[config.mk]
export PLATFORM = sky130hd
export DESIGN_NAME = running_mean_min_max
export DESIGN_NICKNAME = d
export VERILOG_FILES = /design/src/design/rmmm_pkg.sv /design/src/design/rmmm_serial_div.sv /design/src/design/running_mean_min_max.sv
export SDC_FILE = /design/constraint.sdc
export NUM_CORES = 1
export LEC_CHECK = 0
export BUFFER_PORTS_ARGS = -buffer_cell sky130_fd_sc_hd__buf_2
export CORE_UTILIZATION = 45
export DETAILED_ROUTE_END_ITERATION = 12
export GPL_TIMING_DRIVEN = 0
export PLACE_DENSITY = 0.67
export SETUP_SLACK_MARGIN = 0.15
export SYNTH_ARGS = -nofsm -noshare
export SYNTH_HDL_FRONTEND = slang
export SYNTH_SLANG_ARGS = --single-unit
[constraint.sdc]
create_clock -name i_clk -period 6.8 [get_ports i_clk]
set_input_delay 1.36 -clock i_clk [delete_from_list [all_inputs] [get_ports i_clk]]
set_output_delay 1.36 -clock i_clk [all_outputs]
set_load 0.005 [all_outputs]
[src/design/rmmm_pkg.sv]
`timescale 1ns / 1ps
// ----------------------------------------------------------------------------
// rmmm_pkg
// Shared field widths and transaction payload types of the running mean,
// minimum and maximum block.
// ----------------------------------------------------------------------------
package rmmm_pkg;

    localparam int SAMPLE_BITS = 16;
    localparam int COUNT_BITS  = 16;

    localparam logic CMD_ADD   = 1'b0;
    localparam logic CMD_CLEAR = 1'b1;

    typedef struct packed {
        logic                          command;
        logic signed [SAMPLE_BITS-1:0] sample;
    } t_in_item;

    typedef struct packed {
        logic signed [SAMPLE_BITS-1:0] mean_value;
        logic signed [SAMPLE_BITS-1:0] min_value;
        logic signed [SAMPLE_BITS-1:0] max_value;
        logic        [COUNT_BITS-1:0]  count_value;
        logic                          accepted;
    } t_out_item;

endpackage

[src/design/rmmm_serial_div.sv]
`timescale 1ns / 1ps
// ----------------------------------------------------------------------------
// rmmm_serial_div
// Restoring unsigned divider, one quotient bit per cycle. The divisor must be
// nonzero and held stable while the division runs.
// ----------------------------------------------------------------------------
module rmmm_serial_div #(
    parameter int NUM_BITS = 33,
    parameter int DEN_BITS = 16
) (
    input  logic                i_clk,
    input  logic                i_rst_n,
    input  logic                i_start,
    input  logic [NUM_BITS-1:0] i_dividend,
    input  logic [DEN_BITS-1:0] i_divisor,
    output logic                o_done,
    output logic [NUM_BITS-1:0] o_quotient
);

    localparam int CNT_BITS = $clog2(NUM_BITS + 1);

    logic [DEN_BITS-1:0] r_rem,   n_rem;
    logic [NUM_BITS-1:0] r_shift, n_shift;
    logic [CNT_BITS-1:0] r_cnt,   n_cnt;
    logic                r_busy,  n_busy;
    logic                r_done,  n_done;

    logic [DEN_BITS:0]   w_part;
    logic [DEN_BITS:0]   w_trial;

    always_comb begin
        w_part  = {r_rem, r_shift[NUM_BITS-1]};
        w_trial = w_part - {1'b0, i_divisor};
        n_rem   = r_rem;
        n_shift = r_shift;
        n_cnt   = r_cnt;
        n_busy  = r_busy;
        n_done  = 1'b0;
        if (i_start) begin
            n_rem   = '0;
            n_shift = i_dividend;
            n_cnt   = CNT_BITS'(NUM_BITS - 1);
            n_busy  = 1'b1;
        end else if (r_busy) begin
            if (!w_trial[DEN_BITS]) begin
                n_rem   = w_trial[DEN_BITS-1:0];
                n_shift = {r_shift[NUM_BITS-2:0], 1'b1};
            end else begin
                n_rem   = w_part[DEN_BITS-1:0];
                n_shift = {r_shift[NUM_BITS-2:0], 1'b0};
            end
            if (r_cnt == '0) begin
                n_busy = 1'b0;
                n_done = 1'b1;
            end else begin
                n_cnt = r_cnt - 1'b1;
            end
        end
    end

    always_ff @(posedge i_clk) begin
        r_rem   <= n_rem;
        r_shift <= n_shift;
        r_cnt   <= n_cnt;
        if (!i_rst_n) begin
            r_busy <= 1'b0;
            r_done <= 1'b0;
        end else begin
            r_busy <= n_busy;
            r_done <= n_done;
        end
    end

    assign o_done     = r_done;
    assign o_quotient = r_shift;

endmodule

[src/design/running_mean_min_max.sv]
`timescale 1ns / 1ps
// ----------------------------------------------------------------------------
// running_mean_min_max
// Cumulative mean, minimum, maximum and saturating count of sensor samples.
// A sample passes the states DIFF, START, DIV (the bit-serial divider) and
// FIX before DONE writes the result; clear commands and items taken while
// averaging is off go straight to DONE. One transaction at a time: the next
// is taken once the result is in the output register. Reset zeroes the
// statistics and enables averaging.
// ----------------------------------------------------------------------------
module running_mean_min_max
    import rmmm_pkg::*;
#(
    parameter int FRACTION_BITS = 16
) (
    input  logic      i_clk,
    input  logic      i_rst_n,
    input  logic      i_cfg_we,
    input  logic      i_cfg_wdata,
    input  logic      i_in_valid,
    output logic      o_in_ready,
    input  t_in_item  i_in_data,
    output logic      o_out_valid,
    input  logic      i_out_ready,
    output t_out_item o_out_data
);

    localparam int MEAN_BITS = SAMPLE_BITS + FRACTION_BITS;
    localparam int DIFF_BITS = MEAN_BITS + 1;

    typedef enum logic [5:0] {
        S_IDLE  = 6'b000001,
        S_DIFF  = 6'b000010,
        S_START = 6'b000100,
        S_DIV   = 6'b001000,
        S_FIX   = 6'b010000,
        S_DONE  = 6'b100000
    } t_state;

    t_state                         r_state, n_state;
    logic                           r_enable;
    logic signed [MEAN_BITS-1:0]    r_mean, n_mean;
    logic signed [SAMPLE_BITS-1:0]  r_min,  n_min;
    logic signed [SAMPLE_BITS-1:0]  r_max,  n_max;
    logic        [COUNT_BITS-1:0]   r_count, n_count;
    logic signed [SAMPLE_BITS-1:0]  r_sample, n_sample;
    logic                           r_acc,  n_acc;
    logic signed [DIFF_BITS-1:0]    r_diff, n_diff;
    logic                           r_out_valid, n_out_valid;
    t_out_item                      r_out, n_out;

    logic signed [DIFF_BITS-1:0]    w_scaled;
    logic        [DIFF_BITS-1:0]    w_mag;
    logic        [DIFF_BITS-1:0]    w_quot;
    logic        [DIFF_BITS-1:0]    w_sum;
    logic                           w_div_start;
    logic                           w_div_done;
    logic                           w_accept;

    assign w_accept    = i_in_valid && o_in_ready;
    assign w_scaled    = $signed({{(DIFF_BITS-SAMPLE_BITS){r_sample[SAMPLE_BITS-1]}}, r_sample})
                         <<< FRACTION_BITS;
    assign w_mag       = r_diff[DIFF_BITS-1] ? (~r_diff + 1'b1) : r_diff;
    assign w_div_start = (r_state == S_START);
    // signed quotient folded into the add through the carry in
    assign w_sum       = {r_mean[MEAN_BITS-1], r_mean}
                         + (r_diff[DIFF_BITS-1] ? ~w_quot : w_quot)
                         + {{(DIFF_BITS-1){1'b0}}, r_diff[DIFF_BITS-1]};

    rmmm_serial_div #(
        .NUM_BITS (DIFF_BITS),
        .DEN_BITS (COUNT_BITS)
    ) u_div (
        .i_clk      (i_clk),
        .i_rst_n    (i_rst_n),
        .i_start    (w_div_start),
        .i_dividend (w_mag),
        .i_divisor  (r_count),
        .o_done     (w_div_done),
        .o_quotient (w_quot)
    );

    always_comb begin
        n_state     = r_state;
        n_mean      = r_mean;
        n_min       = r_min;
        n_max       = r_max;
        n_count     = r_count;
        n_sample    = r_sample;
        n_acc       = r_acc;
        n_diff      = r_diff;
        n_out_valid = r_out_valid;
        n_out       = r_out;
        if (r_out_valid && i_out_ready) begin
            n_out_valid = 1'b0;
        end
        case (r_state)
            S_IDLE: begin
                if (w_accept) begin
                    n_sample = i_in_data.sample;
                    n_acc    = r_enable;
                    n_state  = S_DONE;
                    if (r_enable) begin
                        if (i_in_data.command == CMD_CLEAR) begin
                            n_mean  = '0;
                            n_min   = '0;
                            n_max   = '0;
                            n_count = '0;
                        end else begin
                            if (r_count != '1) begin
                                n_count = r_count + 1'b1;
                            end
                            if (r_count == '0) begin
                                n_min = i_in_data.sample;
                                n_max = i_in_data.sample;
                            end else begin
                                if (i_in_data.sample < r_min) begin
                                    n_min = i_in_data.sample;
                                end
                                if (i_in_data.sample > r_max) begin
                                    n_max = i_in_data.sample;
                                end
                            end
                            n_state = S_DIFF;
                        end
                    end
                end
            end
            S_DIFF: begin
                n_diff  = w_scaled - {r_mean[MEAN_BITS-1], r_mean};
                n_state = S_START;
            end
            S_START: begin
                n_state = S_DIV;
            end
            S_DIV: begin
                if (w_div_done) begin
                    n_state = S_FIX;
                end
            end
            S_FIX: begin
                n_mean  = w_sum[MEAN_BITS-1:0];
                n_state = S_DONE;
            end
            S_DONE: begin
                if (!r_out_valid || i_out_ready) begin
                    n_out_valid       = 1'b1;
                    n_out.mean_value  = r_mean[MEAN_BITS-1:FRACTION_BITS];
                    n_out.min_value   = r_min;
                    n_out.max_value   = r_max;
                    n_out.count_value = r_count;
                    n_out.accepted    = r_acc;
                    n_state           = S_IDLE;
                end
            end
            default: begin
                n_state = S_IDLE;
            end
        endcase
    end

    always_ff @(posedge i_clk) begin
        r_sample <= n_sample;
        r_acc    <= n_acc;
        r_diff   <= n_diff;
        r_out    <= n_out;
        if (!i_rst_n) begin
            r_state     <= S_IDLE;
            r_enable    <= 1'b1;
            r_mean      <= '0;
            r_min       <= '0;
            r_max       <= '0;
            r_count     <= '0;
            r_out_valid <= 1'b0;
        end else begin
            r_state     <= n_state;
            r_mean      <= n_mean;
            r_min       <= n_min;
            r_max       <= n_max;
            r_count     <= n_count;
            r_out_valid <= n_out_valid;
            if (i_cfg_we) begin
                r_enable <= i_cfg_wdata;
            end
        end
    end

    assign o_in_ready  = (r_state == S_IDLE);
    assign o_out_valid = r_out_valid;
    assign o_out_data  = r_out;

endmodule

Word level (Yosys, flattened, before mapping)
Index checks and enable logic that the tools add are counted.
- register bits: 260
- input bits: 23
- output and inout port bits: 67
- add/subtract/negate cells: 7
- magnitude comparators: 2
- equal/unequal tests: 12
- multiplexer cells: 31
- bitwise logic cells: 5
- reduce and logical (&&, ||, !) cells: 20
- operators with widths (cell ; number):
    $mux 16 ; 9
    $mux 32 ; 4
    $mux 33 ; 3
    $pmux 32 s2 ; 1
    $pmux 6 s6 ; 1
    $add 33x1->33 const B ; 1
    $not 33->33 ; 1
    $sub 32x32->33 ; 1
    $add 32x1->32 ; 1
    $add 32x32->32 ; 1
    $not 32->32 ; 1
    $mux 6 ; 5
    $sub 17x16->17 ; 1
    $add 16x1->16 const B ; 1
    $gt 16x16->1 ; 1
    $logic_not 16->1 ; 1
    $lt 16x16->1 ; 1
    $ne 16x16->1 const B ; 1
    $reduce_and 4->1 ; 4
    $mux 1 ; 8
    $ne 2x1->1 const B ; 4
    $eq 6x1->1 const B ; 1
    $eq 6x2->1 const B ; 1
    $eq 6x3->1 const B ; 1
    15 further kinds ; 23

Logic depth before layout (Yosys ltp)
Gate-level depths: netlist of the first run.
- depth after elaboration: 5
- depth in mapped cells: 15
- gate-level depth less buffers: 12

By module
A second synthesis of the first run with hierarchy kept.
- cell total of the unflattened synthesis: 1465
- area, all modules: 14899.3 um^2
- modules (own cells, without submodules) (module ; instances ; cells each ; area each (um^2)):
    running_mean_min_max ; 1 ; 1135 ; 11512.3
    rmmm_serial_div ; 1 ; 330 ; 3387.0

Worst setup path before layout of the first run
No wires, ideal clock.
- path kind: input -> register
- start point: input i_out_ready
- end point: register r_out, in the netlist o_out_data[0] (enable)
- library setup time: 0.496 ns
- data arrival time: 4.386 ns
- path slack: 1.919 ns
- stages: 2
- buffers on the path: 0
- cells stage by stage: nand2b_1 > nor2b_1
- longest elaborated chain between the ends: 2
- ends and longest elaborated chain (item ; line ; text):
    from (decl) ; running_mean_min_max.sv:24 ; input logic i_out_ready,
    $logic_or 1x1->1 ; running_mean_min_max.sv:146 ; if (!r_out_valid || i_out_ready) begin
    $reduce_and 2->1 (no line) ; -- ;
    to (signal assigned) ; running_mean_min_max.sv:166 ; r_out <= n_out;
    to (decl) ; running_mean_min_max.sv:50 ; t_out_item r_out, n_out;
Every way passes these cells.
A chain may end at the register's enable or synchronous reset.

Worst setup path after layout of the first run
- start point: register r_diff[32]
- end point: register r_mean[26]
- longest elaborated chain between the ends: 4
- ends and longest elaborated chain (item ; line ; text):
    from (decl) ; running_mean_min_max.sv:48 ; logic signed [DIFF_BITS-1:0] r_diff, n_diff;
    from (signal assigned) ; running_mean_min_max.sv:165 ; r_diff <= n_diff;
    $mux 32 ; running_mean_min_max.sv:67 ; + (r_diff[DIFF_BITS-1] ? ~w_quot : w_quot)
    $add 32x32->32 ; running_mean_min_max.sv:67 ;
    $add 32x1->32 * ; running_mean_min_max.sv:68 ; + {{(DIFF_BITS-1){1'b0}}, r_diff[DIFF_BITS-1]};
    $pmux 32 s2 * ; running_mean_min_max.sv:97 ; case (r_state)
    to (signal assigned) ; running_mean_min_max.sv:177 ; r_mean <= n_mean;
    to (decl) ; running_mean_min_max.sv:42 ; logic signed [MEAN_BITS-1:0] r_mean, n_mean;
Every way passes the cells marked *; elsewhere a longest branch is shown, timed or not.

==> results.toml, run 1 <==
[status]
status = "finished, final reports clean"

[yosys]
synth_area_per_cell_um2 = 9.82
async_reset_ff_frac = 0
synth_edf_count = 148
synthSimpleGateAreaFrac = 0.153
synth_ff_type = "edfxtp_1"
synthAdderAreaFrac = 0.0889
synth_top_family_by_area = "compound AO/OA/AOI/OAI gates"
synth_seq_cells = 260
synth_warnings = 0
synthXorXnorAreaFrac = 0.0852
yosysSeqAreaShare = 0.465
yosysUniqueCellTypes = 64
synth_fp_nets = 1589
syn_inst = 1465
synth_compound_area_frac = 0.156
syn_area_um2 = 14400
muxShareOfSynthArea = 0.0168

[global_routing]
antenna_found_initial = 1
grt_usage = 0.207
grt_max_degree = 34
overflow = 0
grt_pass1_wl_mm = 54.5
grt_pass1_vias = 10600

[finish]
syn2layout_area_growth_pct = 14.0
finalNetCount = 1712
drive_gt1_frac = 0.0981
n_fill_cell = 2819
stdcell_count = 2013
num_antenna_cells = 0

[timing]
max_freq_mhz = 193
setup_tns_ps = 0
relSlewSlack = 0.400
period_share = 0.761
setup_viol = 0
skew_ps = 19.8
min_period_ps = 5170
slew_viol_final = 0
rsz0062_at_grt = "false"
hold_violations = 0
worst_slew_pin_slew_ps = 896

[die]
die_width_um = 181
die_y_um = 181
ios = 90
start_util = 0.457
coreArea_um2 = 31500
rows = 65
die-area_um2 = 32700

[cts]
hold_buffers = 0
cts_root_buf = "clkbuf_16"
h-tree-depth = 1
cts.repair.resized = 0
insertion_delay_ps = 560
cts_tree = "done"
numCtsBuffers = 29
postCtsSetupBuffers = 0
clk_pin_slew_ps = 60
cts_buffer_depth = 3
clock-sinks = 260

[worst_setup_path]
critPathRequiredTime_ps = 7220
r2r_end = "r_mean[26]"
crit_end = "r_mean[26]"
crit_cells = 14
critPathCaptureType = "flop"
path_cells = "clkbuf_1 > buf_1 > clkbuf_1 > xor2_1 > ha_1 > nor2b_1 > o31a_1 > o31a_1 > o311ai_0 > a21oi_1 > o211a_1 > o21ai_1 > o21a_1 > o211ai_1"
start_kind = "flop"
critPathLaunch = "r_diff[32]"
critical_path_class = "flop to flop"
crit_fanout = 10
reg2reg_slack_ps = 1630
critical_path_arrival_ps = 5590
rr_worst_depth = 14
cpPeakStageDelay_ps = 590
crit_buf_inv = 3
cpLargestDelayFamily = "compound AO/OA/AOI/OAI gates"
cp_slowest_cell = "clkbuf_1"
r2r-start = "r_diff[32]"

[min_path]
hold_path_startpoint = "r_max[6]"
hold_path_depth = 0
hp-class = "flop to flop"

[placement]
gp_congestion = 0.873
port_buffers = 88
dpl.hpwl_mm = 25.7
place_inst = 1959

[detailed_routing]
wl_per_cell_um = 16.9
drtPass1Iterations = 7
drc_errors = 0
antenna_left = 0
viasPerCell = 5.46
vias = 11000
drt_iter0_markers = 771
drt-total-wl_mm = 34.0

[flow_run]
timing.max_cap.violations = 0

[pwr]
powerDensity_nw_per_um2 = 256
max-vdd-ir-drop_mv = 0.205
power_leakage_uw = 0.00647
[layout make-up]
cell class | instances | area (µm²) | share of cell area
flip-flops and latches | 260 | 6690 | 0.408
inverters | 87 | 327 | 0.0199
clock inverters | 15 | 120 | 0.00732
well taps | 402 | 503 | 0.0307
clock buffers | 39 | 866 | 0.0528
plain buffers | 50 | 188 | 0.0114
multi-input cells | 1068 | 7200 | 0.439
repair buffers | 92 | 514 | 0.0313
[synthesized netlist by cell type (all sizes together), types with 7 or more instances]
cell type,number,area [µm²]
nor2,77,289
inv,87,327
o31a,7,61.3
o31ai,10,88.8
o41ai,7,68.8
o211ai,11,82.6
edfxtp,148,4440
dfxtp,112,2240
a22oi,8,60.1
a21o,28,210
clkbuf,45,169
and2,11,68.8
a211oi,12,90.1
nand2,141,529
nand2b,21,131
nor2b,53,332
xnor2,58,508
o21a,16,120
nor4,15,93.8
o21ai,133,666
nor3,28,140
mux2i,23,230
ha,99,1240
a31oi,8,50.1
or4,7,63.8
nand3,34,170
xor2,82,718
a21oi,82,410
or3,9,66.3
nand4,15,93.8
and3,11,68.8
[power by group]
part / total [µW] / internal [µW] / switching, µW
clock network: 1580 / 934 / 649
logic: 817 / 334 / 483
registers: 1800 / 1750 / 48.7
[cell families (layout without fill, tap and decap cells)]
logic type	count (synthesis)	count (layout)
AND/OR/NAND/NOR	442	442
AO/OA/AOI/OAI	361	361
flip-flops	260	260
XOR/XNOR	140	140
buffers and inverters	137	283
adder cells (fa/ha/maj)	101	101
multiplexers	24	24
[registers in the layout (all words and copies together) (netlist names), 32 cells and up]
signal / flops
u_div.o_quotient: 33
r_mean: 32
r_diff: 33
o_out_data: 65
[how the worst min path moves through the flow]
stage / end / slack (ps)
after detailed placement: o_out_data[39] / 450
after CTS: o_out_data[23] / 460
after global placement: o_out_data[23] / 450
after floorplan: o_out_data[0] / 400
final: o_out_data[23] / 460
after global routing: o_out_data[23] / 480
[cell usage in the layout, fill, tap and decap left out, types with 23 or more instances in the layout]
cell type	n
nand3_1	34
nor2_1	77
xnor2_1	58
nand2_1	141
clkbuf_16	31
o21ai_0	129
a21o_1	28
buf_2	88
a21oi_1	82
edfxtp_1	148
xor2_1	82
ha_1	99
nor3_1	28
dfxtp_1	112
nor2b_1	52
clkbuf_1	47
inv_1	87
mux2i_1	23
[routing by layer]
| layer | global-route usage | part of all wire |
|---|---|---|
| met5 | 0 | 0.00035 |
| met4 | 0.0711 | 0.031 |
| met3 | 0.0318 | 0.053 |
| met2 | 0.341 | 0.46 |
| met1 | 0.277 | 0.46 |
[stage by stage]
| step | util | hold WS, ps | total power (µW) | area (µm²) | setup WS, ps |
|---|---|---|---|---|---|
| floorplan | - | 400 | 2430 | 14400 | 1920 |
| global placement | 0.487 | 446 | 2620 | 15300 | 320 |
| detailed placement | 0.490 | 446 | 2640 | 15400 | 1640 |
| CTS | 0.521 | 461 | 4220 | 16400 | 1620 |
| global route | 0.521 | 481 | 4390 | 16400 | 1250 |
| finish | 0.521 | 460 | 4200 | 16400 | 1630 |
Power figures use the tool's default switching activity.
==> run 2, diff against run 1 <==
==> constraint.sdc (replaced) <==
create_clock -name i_clk -period 5.3 [get_ports i_clk]
set_input_delay 1.06 -clock i_clk [delete_from_list [all_inputs] [get_ports i_clk]]
set_output_delay 1.06 -clock i_clk [all_outputs]
set_load 0.005 [all_outputs]
==> results.toml, run 2 (same netlist as run 1, synthesis figures left out) <==
[worst_setup_path]
path_cells = "clkbuf_1 > clkbuf_2 > clkbuf_2 > xor2_1 > ha_1 > nor2b_1 > o31a_1 > o31a_1 > o311ai_0 > a21oi_1 > o211a_1 > o21ai_1 > o21a_1 > o211ai_1"
cp_slowest_cell = "clkbuf_1"
crit_cells = 14
reg2reg_slack_ps = 550
critPathLaunch = "r_diff[32]"
crit_fanout = 10
rr_worst_depth = 14
cpPeakStageDelay_ps = 510
cpLargestDelayFamily = "compound AO/OA/AOI/OAI gates"
r2r-start = "r_diff[32]"
crit_buf_inv = 3
critPathCaptureType = "flop"
critical_path_class = "flop to flop"
critical_path_arrival_ps = 5170
crit_end = "r_mean[26]"
r2r_end = "r_mean[26]"
critPathRequiredTime_ps = 5720
start_kind = "flop"

[die]
die-area_um2 = 32700
ios = 90
coreArea_um2 = 31500
die_y_um = 181
rows = 65
die_width_um = 181
start_util = 0.457

[pwr]
max-vdd-ir-drop_mv = 0.263
p_int_uw = 3870
p_sw_frac = 0.281
powerDensity_nw_per_um2 = 328
power_leakage_uw = 0.00648
finalPower_uw = 5390
power_frac_clock = 0.377
switching_power_uw = 1520
seqPwrFrac = 0.429
combPwrFrac = 0.194

[timing]
rsz0062_at_grt = "false"
setup_viol = 0
hold_ws_ps = 460
relSlewSlack = 0.407
hold_violations = 0
slew_viol_final = 0
skew_ps = 18.6
min_period_ps = 4750
max_freq_mhz = 211
period_share = 0.896
worst_slew_pin_slew_ps = 885

[global_routing]
grt_pass1_vias = 10600
grt_usage = 0.207
grt_max_degree = 34
grt_pass1_wl_mm = 54.5
antenna_found_initial = 1
overflow = 0

[finish]
seqCellArea_um2 = 6690
num_antenna_cells = 0
final_common_cell = "edfxtp_1"
largest_reg_flops = 65
drive_gt1_frac = 0.0993
syn2layout_area_growth_pct = 14.0
finalNetCount = 1712
n_fill_cell = 2817
multiInputGateArea_um2 = 7200
final_cell_mix = "edfxtp_1, nand2_1, o21ai_0"

[detailed_routing]
drt_iter0_markers = 783
drc_errors = 0
vias = 11000
drt-total-wl_mm = 33.9
drtPass1Iterations = 7
wl_per_cell_um = 16.9
antenna_left = 0
viasPerCell = 5.47

[cts]
numCtsBuffers = 29
clk_pin_slew_ps = 60
cts_root_buf = "clkbuf_16"
insertion_delay_ps = 560
cts_tree = "done"
h-tree-depth = 1
cts_buffer_depth = 3
clock-sinks = 260
postCtsSetupBuffers = 0

[status]
status = "finished, final reports clean"

[min_path]
hold_path_startpoint = "r_max[6]"
hp-class = "flop to flop"

[flow_run]
timing.max_cap.violations = 0

[placement]
dpl.hpwl_mm = 25.7
port_buffers = 88
gp_congestion = 0.873
[run 2: power groups by stage]
stage,sequential (µW),combinational [µW],clock [µW]
4_1_cts,2310,1040,2060
2_1_floorplan,2340,779,0
5_1_grt,2320,1170,2140
3_5_place_dp,2350,1040,0
6_report,2310,1050,2030
3_3_place_gp,2360,1000,0
[run 2: how the worst min path moves through the flow]
stage | endpoint | slack (ps) | cells after the start
CTS | o_out_data[23] | 460 | 0
global route | o_out_data[23] | 480 | 0
global placement | o_out_data[23] | 450 | 0
floorplan | o_out_data[0] | 400 | 0
detailed placement | o_out_data[39] | 450 | 0
finish | o_out_data[23] | 460 | 0
[run 2: final cells by class]
cell class | count | area share
multi-input combinational | 1068 | 0.439
clock buffer | 39 | 0.0528
clock inverter | 15 | 0.00732
timing repair buffer | 92 | 0.0313
sequential | 260 | 0.408
inverter | 87 | 0.0199
tap | 402 | 0.0307
buffer | 50 | 0.0116
[run 2: metal layers]
layer	global-route usage	vias up	wire length [µm]
li1	-	5513	-
met1	0.277	5164	15600
met2	0.341	261	15500
met3	0.0318	67	1770
met4	0.0711	2	1070
met5	0	-	12
[run 2: through the flow]
stage | cells | TNS [ps] | util | area [µm²] | worst slack [ps]
after floorplan | 1465 | 0 | - | 14400 | 719
after global placement | 1955 | -56390 | 0.487 | 15300 | -880
after detailed placement | 1959 | 0 | 0.490 | 15400 | 145
after CTS | 2013 | 0 | 0.521 | 16400 | 315
after global routing | 2013 | 0 | 0.521 | 16400 | 203
final | 2013 | 0 | 0.521 | 16400 | 551
[run 2: timing repair]
| action | 4_1_cts | 5_1_grt |
|---|---|---|
| endpoints found under the setup margin | 5 | 6 |
| endpoints found under the hold margin | 0 | 0 |
| resized for setup | 1 | 1 |
| hold buffers | 0 | 0 |
| pin swaps | 0 | 0 |
[run 2: worst reg2reg max path: cells and delay by family (launching register included)]
kind                       cells  cell delay [ps]
buffers and inverters          3             1300
DFF                            1              370
AOI/OAI and AO/OA              8             2260
xor gates and xnor gates       1              200
and+or+nand+nor                1              180
adders and majority gates      1              310
==> run 3, diff against run 2 <==
==> constraint.sdc (replaced) <==
create_clock -name i_clk -period 5.5 [get_ports i_clk]
set_input_delay 1.1 -clock i_clk [delete_from_list [all_inputs] [get_ports i_clk]]
set_output_delay 1.1 -clock i_clk [all_outputs]
set_load 0.005 [all_outputs]
==> results.toml, run 3 (same netlist as run 1, synthesis figures left out) <==
[die]
coreArea_um2 = 31500
die-area_um2 = 32700
start_util = 0.457
die_width_um = 181
ios = 90
rows = 65
die_y_um = 181

[status]
status = "finished, final reports clean"

[global_routing]
grt_max_degree = 34
grt_usage = 0.207
overflow = 0
antenna_found_initial = 1
grt_pass1_wl_mm = 54.5
grt_pass1_vias = 10600

[timing]
relSlewSlack = 0.402
skew_ps = 19.7
slew_viol_final = 0
setup_viol = 0
rsz0062_at_grt = "false"
min_period_ps = 4980
worst_slew_pin_slew_ps = 894
hold_violations = 0
max_freq_mhz = 201
period_share = 0.905

[flow_run]
timing.max_cap.violations = 0

[cts]
insertion_delay_ps = 560
postCtsSetupBuffers = 0
cts_root_buf = "clkbuf_16"
h-tree-depth = 1
cts_tree = "done"
clock-sinks = 260
numCtsBuffers = 29
cts_buffer_depth = 3
clk_pin_slew_ps = 60

[worst_setup_path]
critical_path_class = "flop to flop"
rr_worst_depth = 14
reg2reg_slack_ps = 520
start_kind = "flop"
critPathRequiredTime_ps = 5920
critPathLaunch = "r_diff[32]"
r2r_end = "r_mean[26]"
critical_path_arrival_ps = 5400
crit_fanout = 10
r2r-start = "r_diff[32]"
crit_end = "r_mean[26]"
critPathCaptureType = "flop"

[finish]
drive_gt1_frac = 0.0987
finalNetCount = 1712
final_cell_mix = "edfxtp_1, nand2_1, o21ai_0"
utilization = 0.521
postLayoutCellArea_um2 = 16400
num_antenna_cells = 0
final_common_cell = "edfxtp_1"
largest_reg_flops = 65
stdcell_count = 2013
syn2layout_area_growth_pct = 14.0

[pwr]
max-vdd-ir-drop_mv = 0.254
power_leakage_uw = 0.00647
powerDensity_nw_per_um2 = 316

[detailed_routing]
antenna_left = 0
drc_errors = 0
drtPass1Iterations = 7
vias = 11000
wl_per_cell_um = 16.9
drt_iter0_markers = 782
drt-total-wl_mm = 33.9
viasPerCell = 5.46

[placement]
place_area_um2 = 15400
gp_congestion = 0.873
dpl.hpwl_mm = 25.7
port_buffers = 88
place_inst = 1959

[min_path]
hp-class = "flop to flop"
## run 3: worst max-delay path, cell delays in order (launching register included)
cell and delay (ps):
edfxtp_1 380, clkbuf_1 520, buf_1 570, clkbuf_2 420, xor2_1 200, ha_1 310, nor2b_1 180, o31a_1 290
o31a_1 290, o311ai_0 480, a21oi_1 190, o211a_1 290, o21ai_1 420, o21a_1 210, o211ai_1 90
## run 3: where the power goes
part	switching [µW]	leakage [µW]	internal, µW	total, µW
Sequential	60.2	0.00230	2170	2230
Combinational	597	0.00368	413	1010
Clock	802	0.000487	1150	1960
## run 3: worst min path at each step
stage                         from              to  slack [ps]  cells after the start
after floorplan              r_acc   o_out_data[0]         400                      0
after global placement    r_max[6]  o_out_data[23]         450                      0
after detailed placement  r_min[6]  o_out_data[39]         450                      0
after CTS                 r_max[6]  o_out_data[23]         460                      0
after global routing      r_max[6]  o_out_data[23]         480                      0
final                     r_max[6]  o_out_data[23]         460                      0
## run 3: through the flow
step	power (µW)	worst slack, ps	hold WS, ps	setup TNS, ps
after floorplan	3000	879	400	0
after global placement	3240	-720	446	-45990
after detailed placement	3270	345	446	0
after CTS	5220	318	461	0
after global routing	5430	176	481	0
final	5190	520	460	0
## run 3: final cells by class
type	instances	area, µm²
plain buffers	50	189
clock buffers	39	866
clock inverters	15	120
fillers	2818	15100
inverters	87	327
multi-input cells	1068	7200
flip-flops and latches	260	6690
well taps	402	503
repair buffers	92	514
## run 3: timing repair
| item | CTS | global route |
|---|---|---|
| gates resized for setup | 0 | 2 |
| hold buffers | 0 | 0 |
| setup endpoints to repair | 0 | 5 |
## run 3: routing by layer
layer,share of wire,track usage,up-vias
met2,0.46,0.341,248
met4,0.032,0.0711,2
met5,0.00035,0,-
met1,0.46,0.277,5152
met3,0.049,0.0318,67
li1,-,-,5512
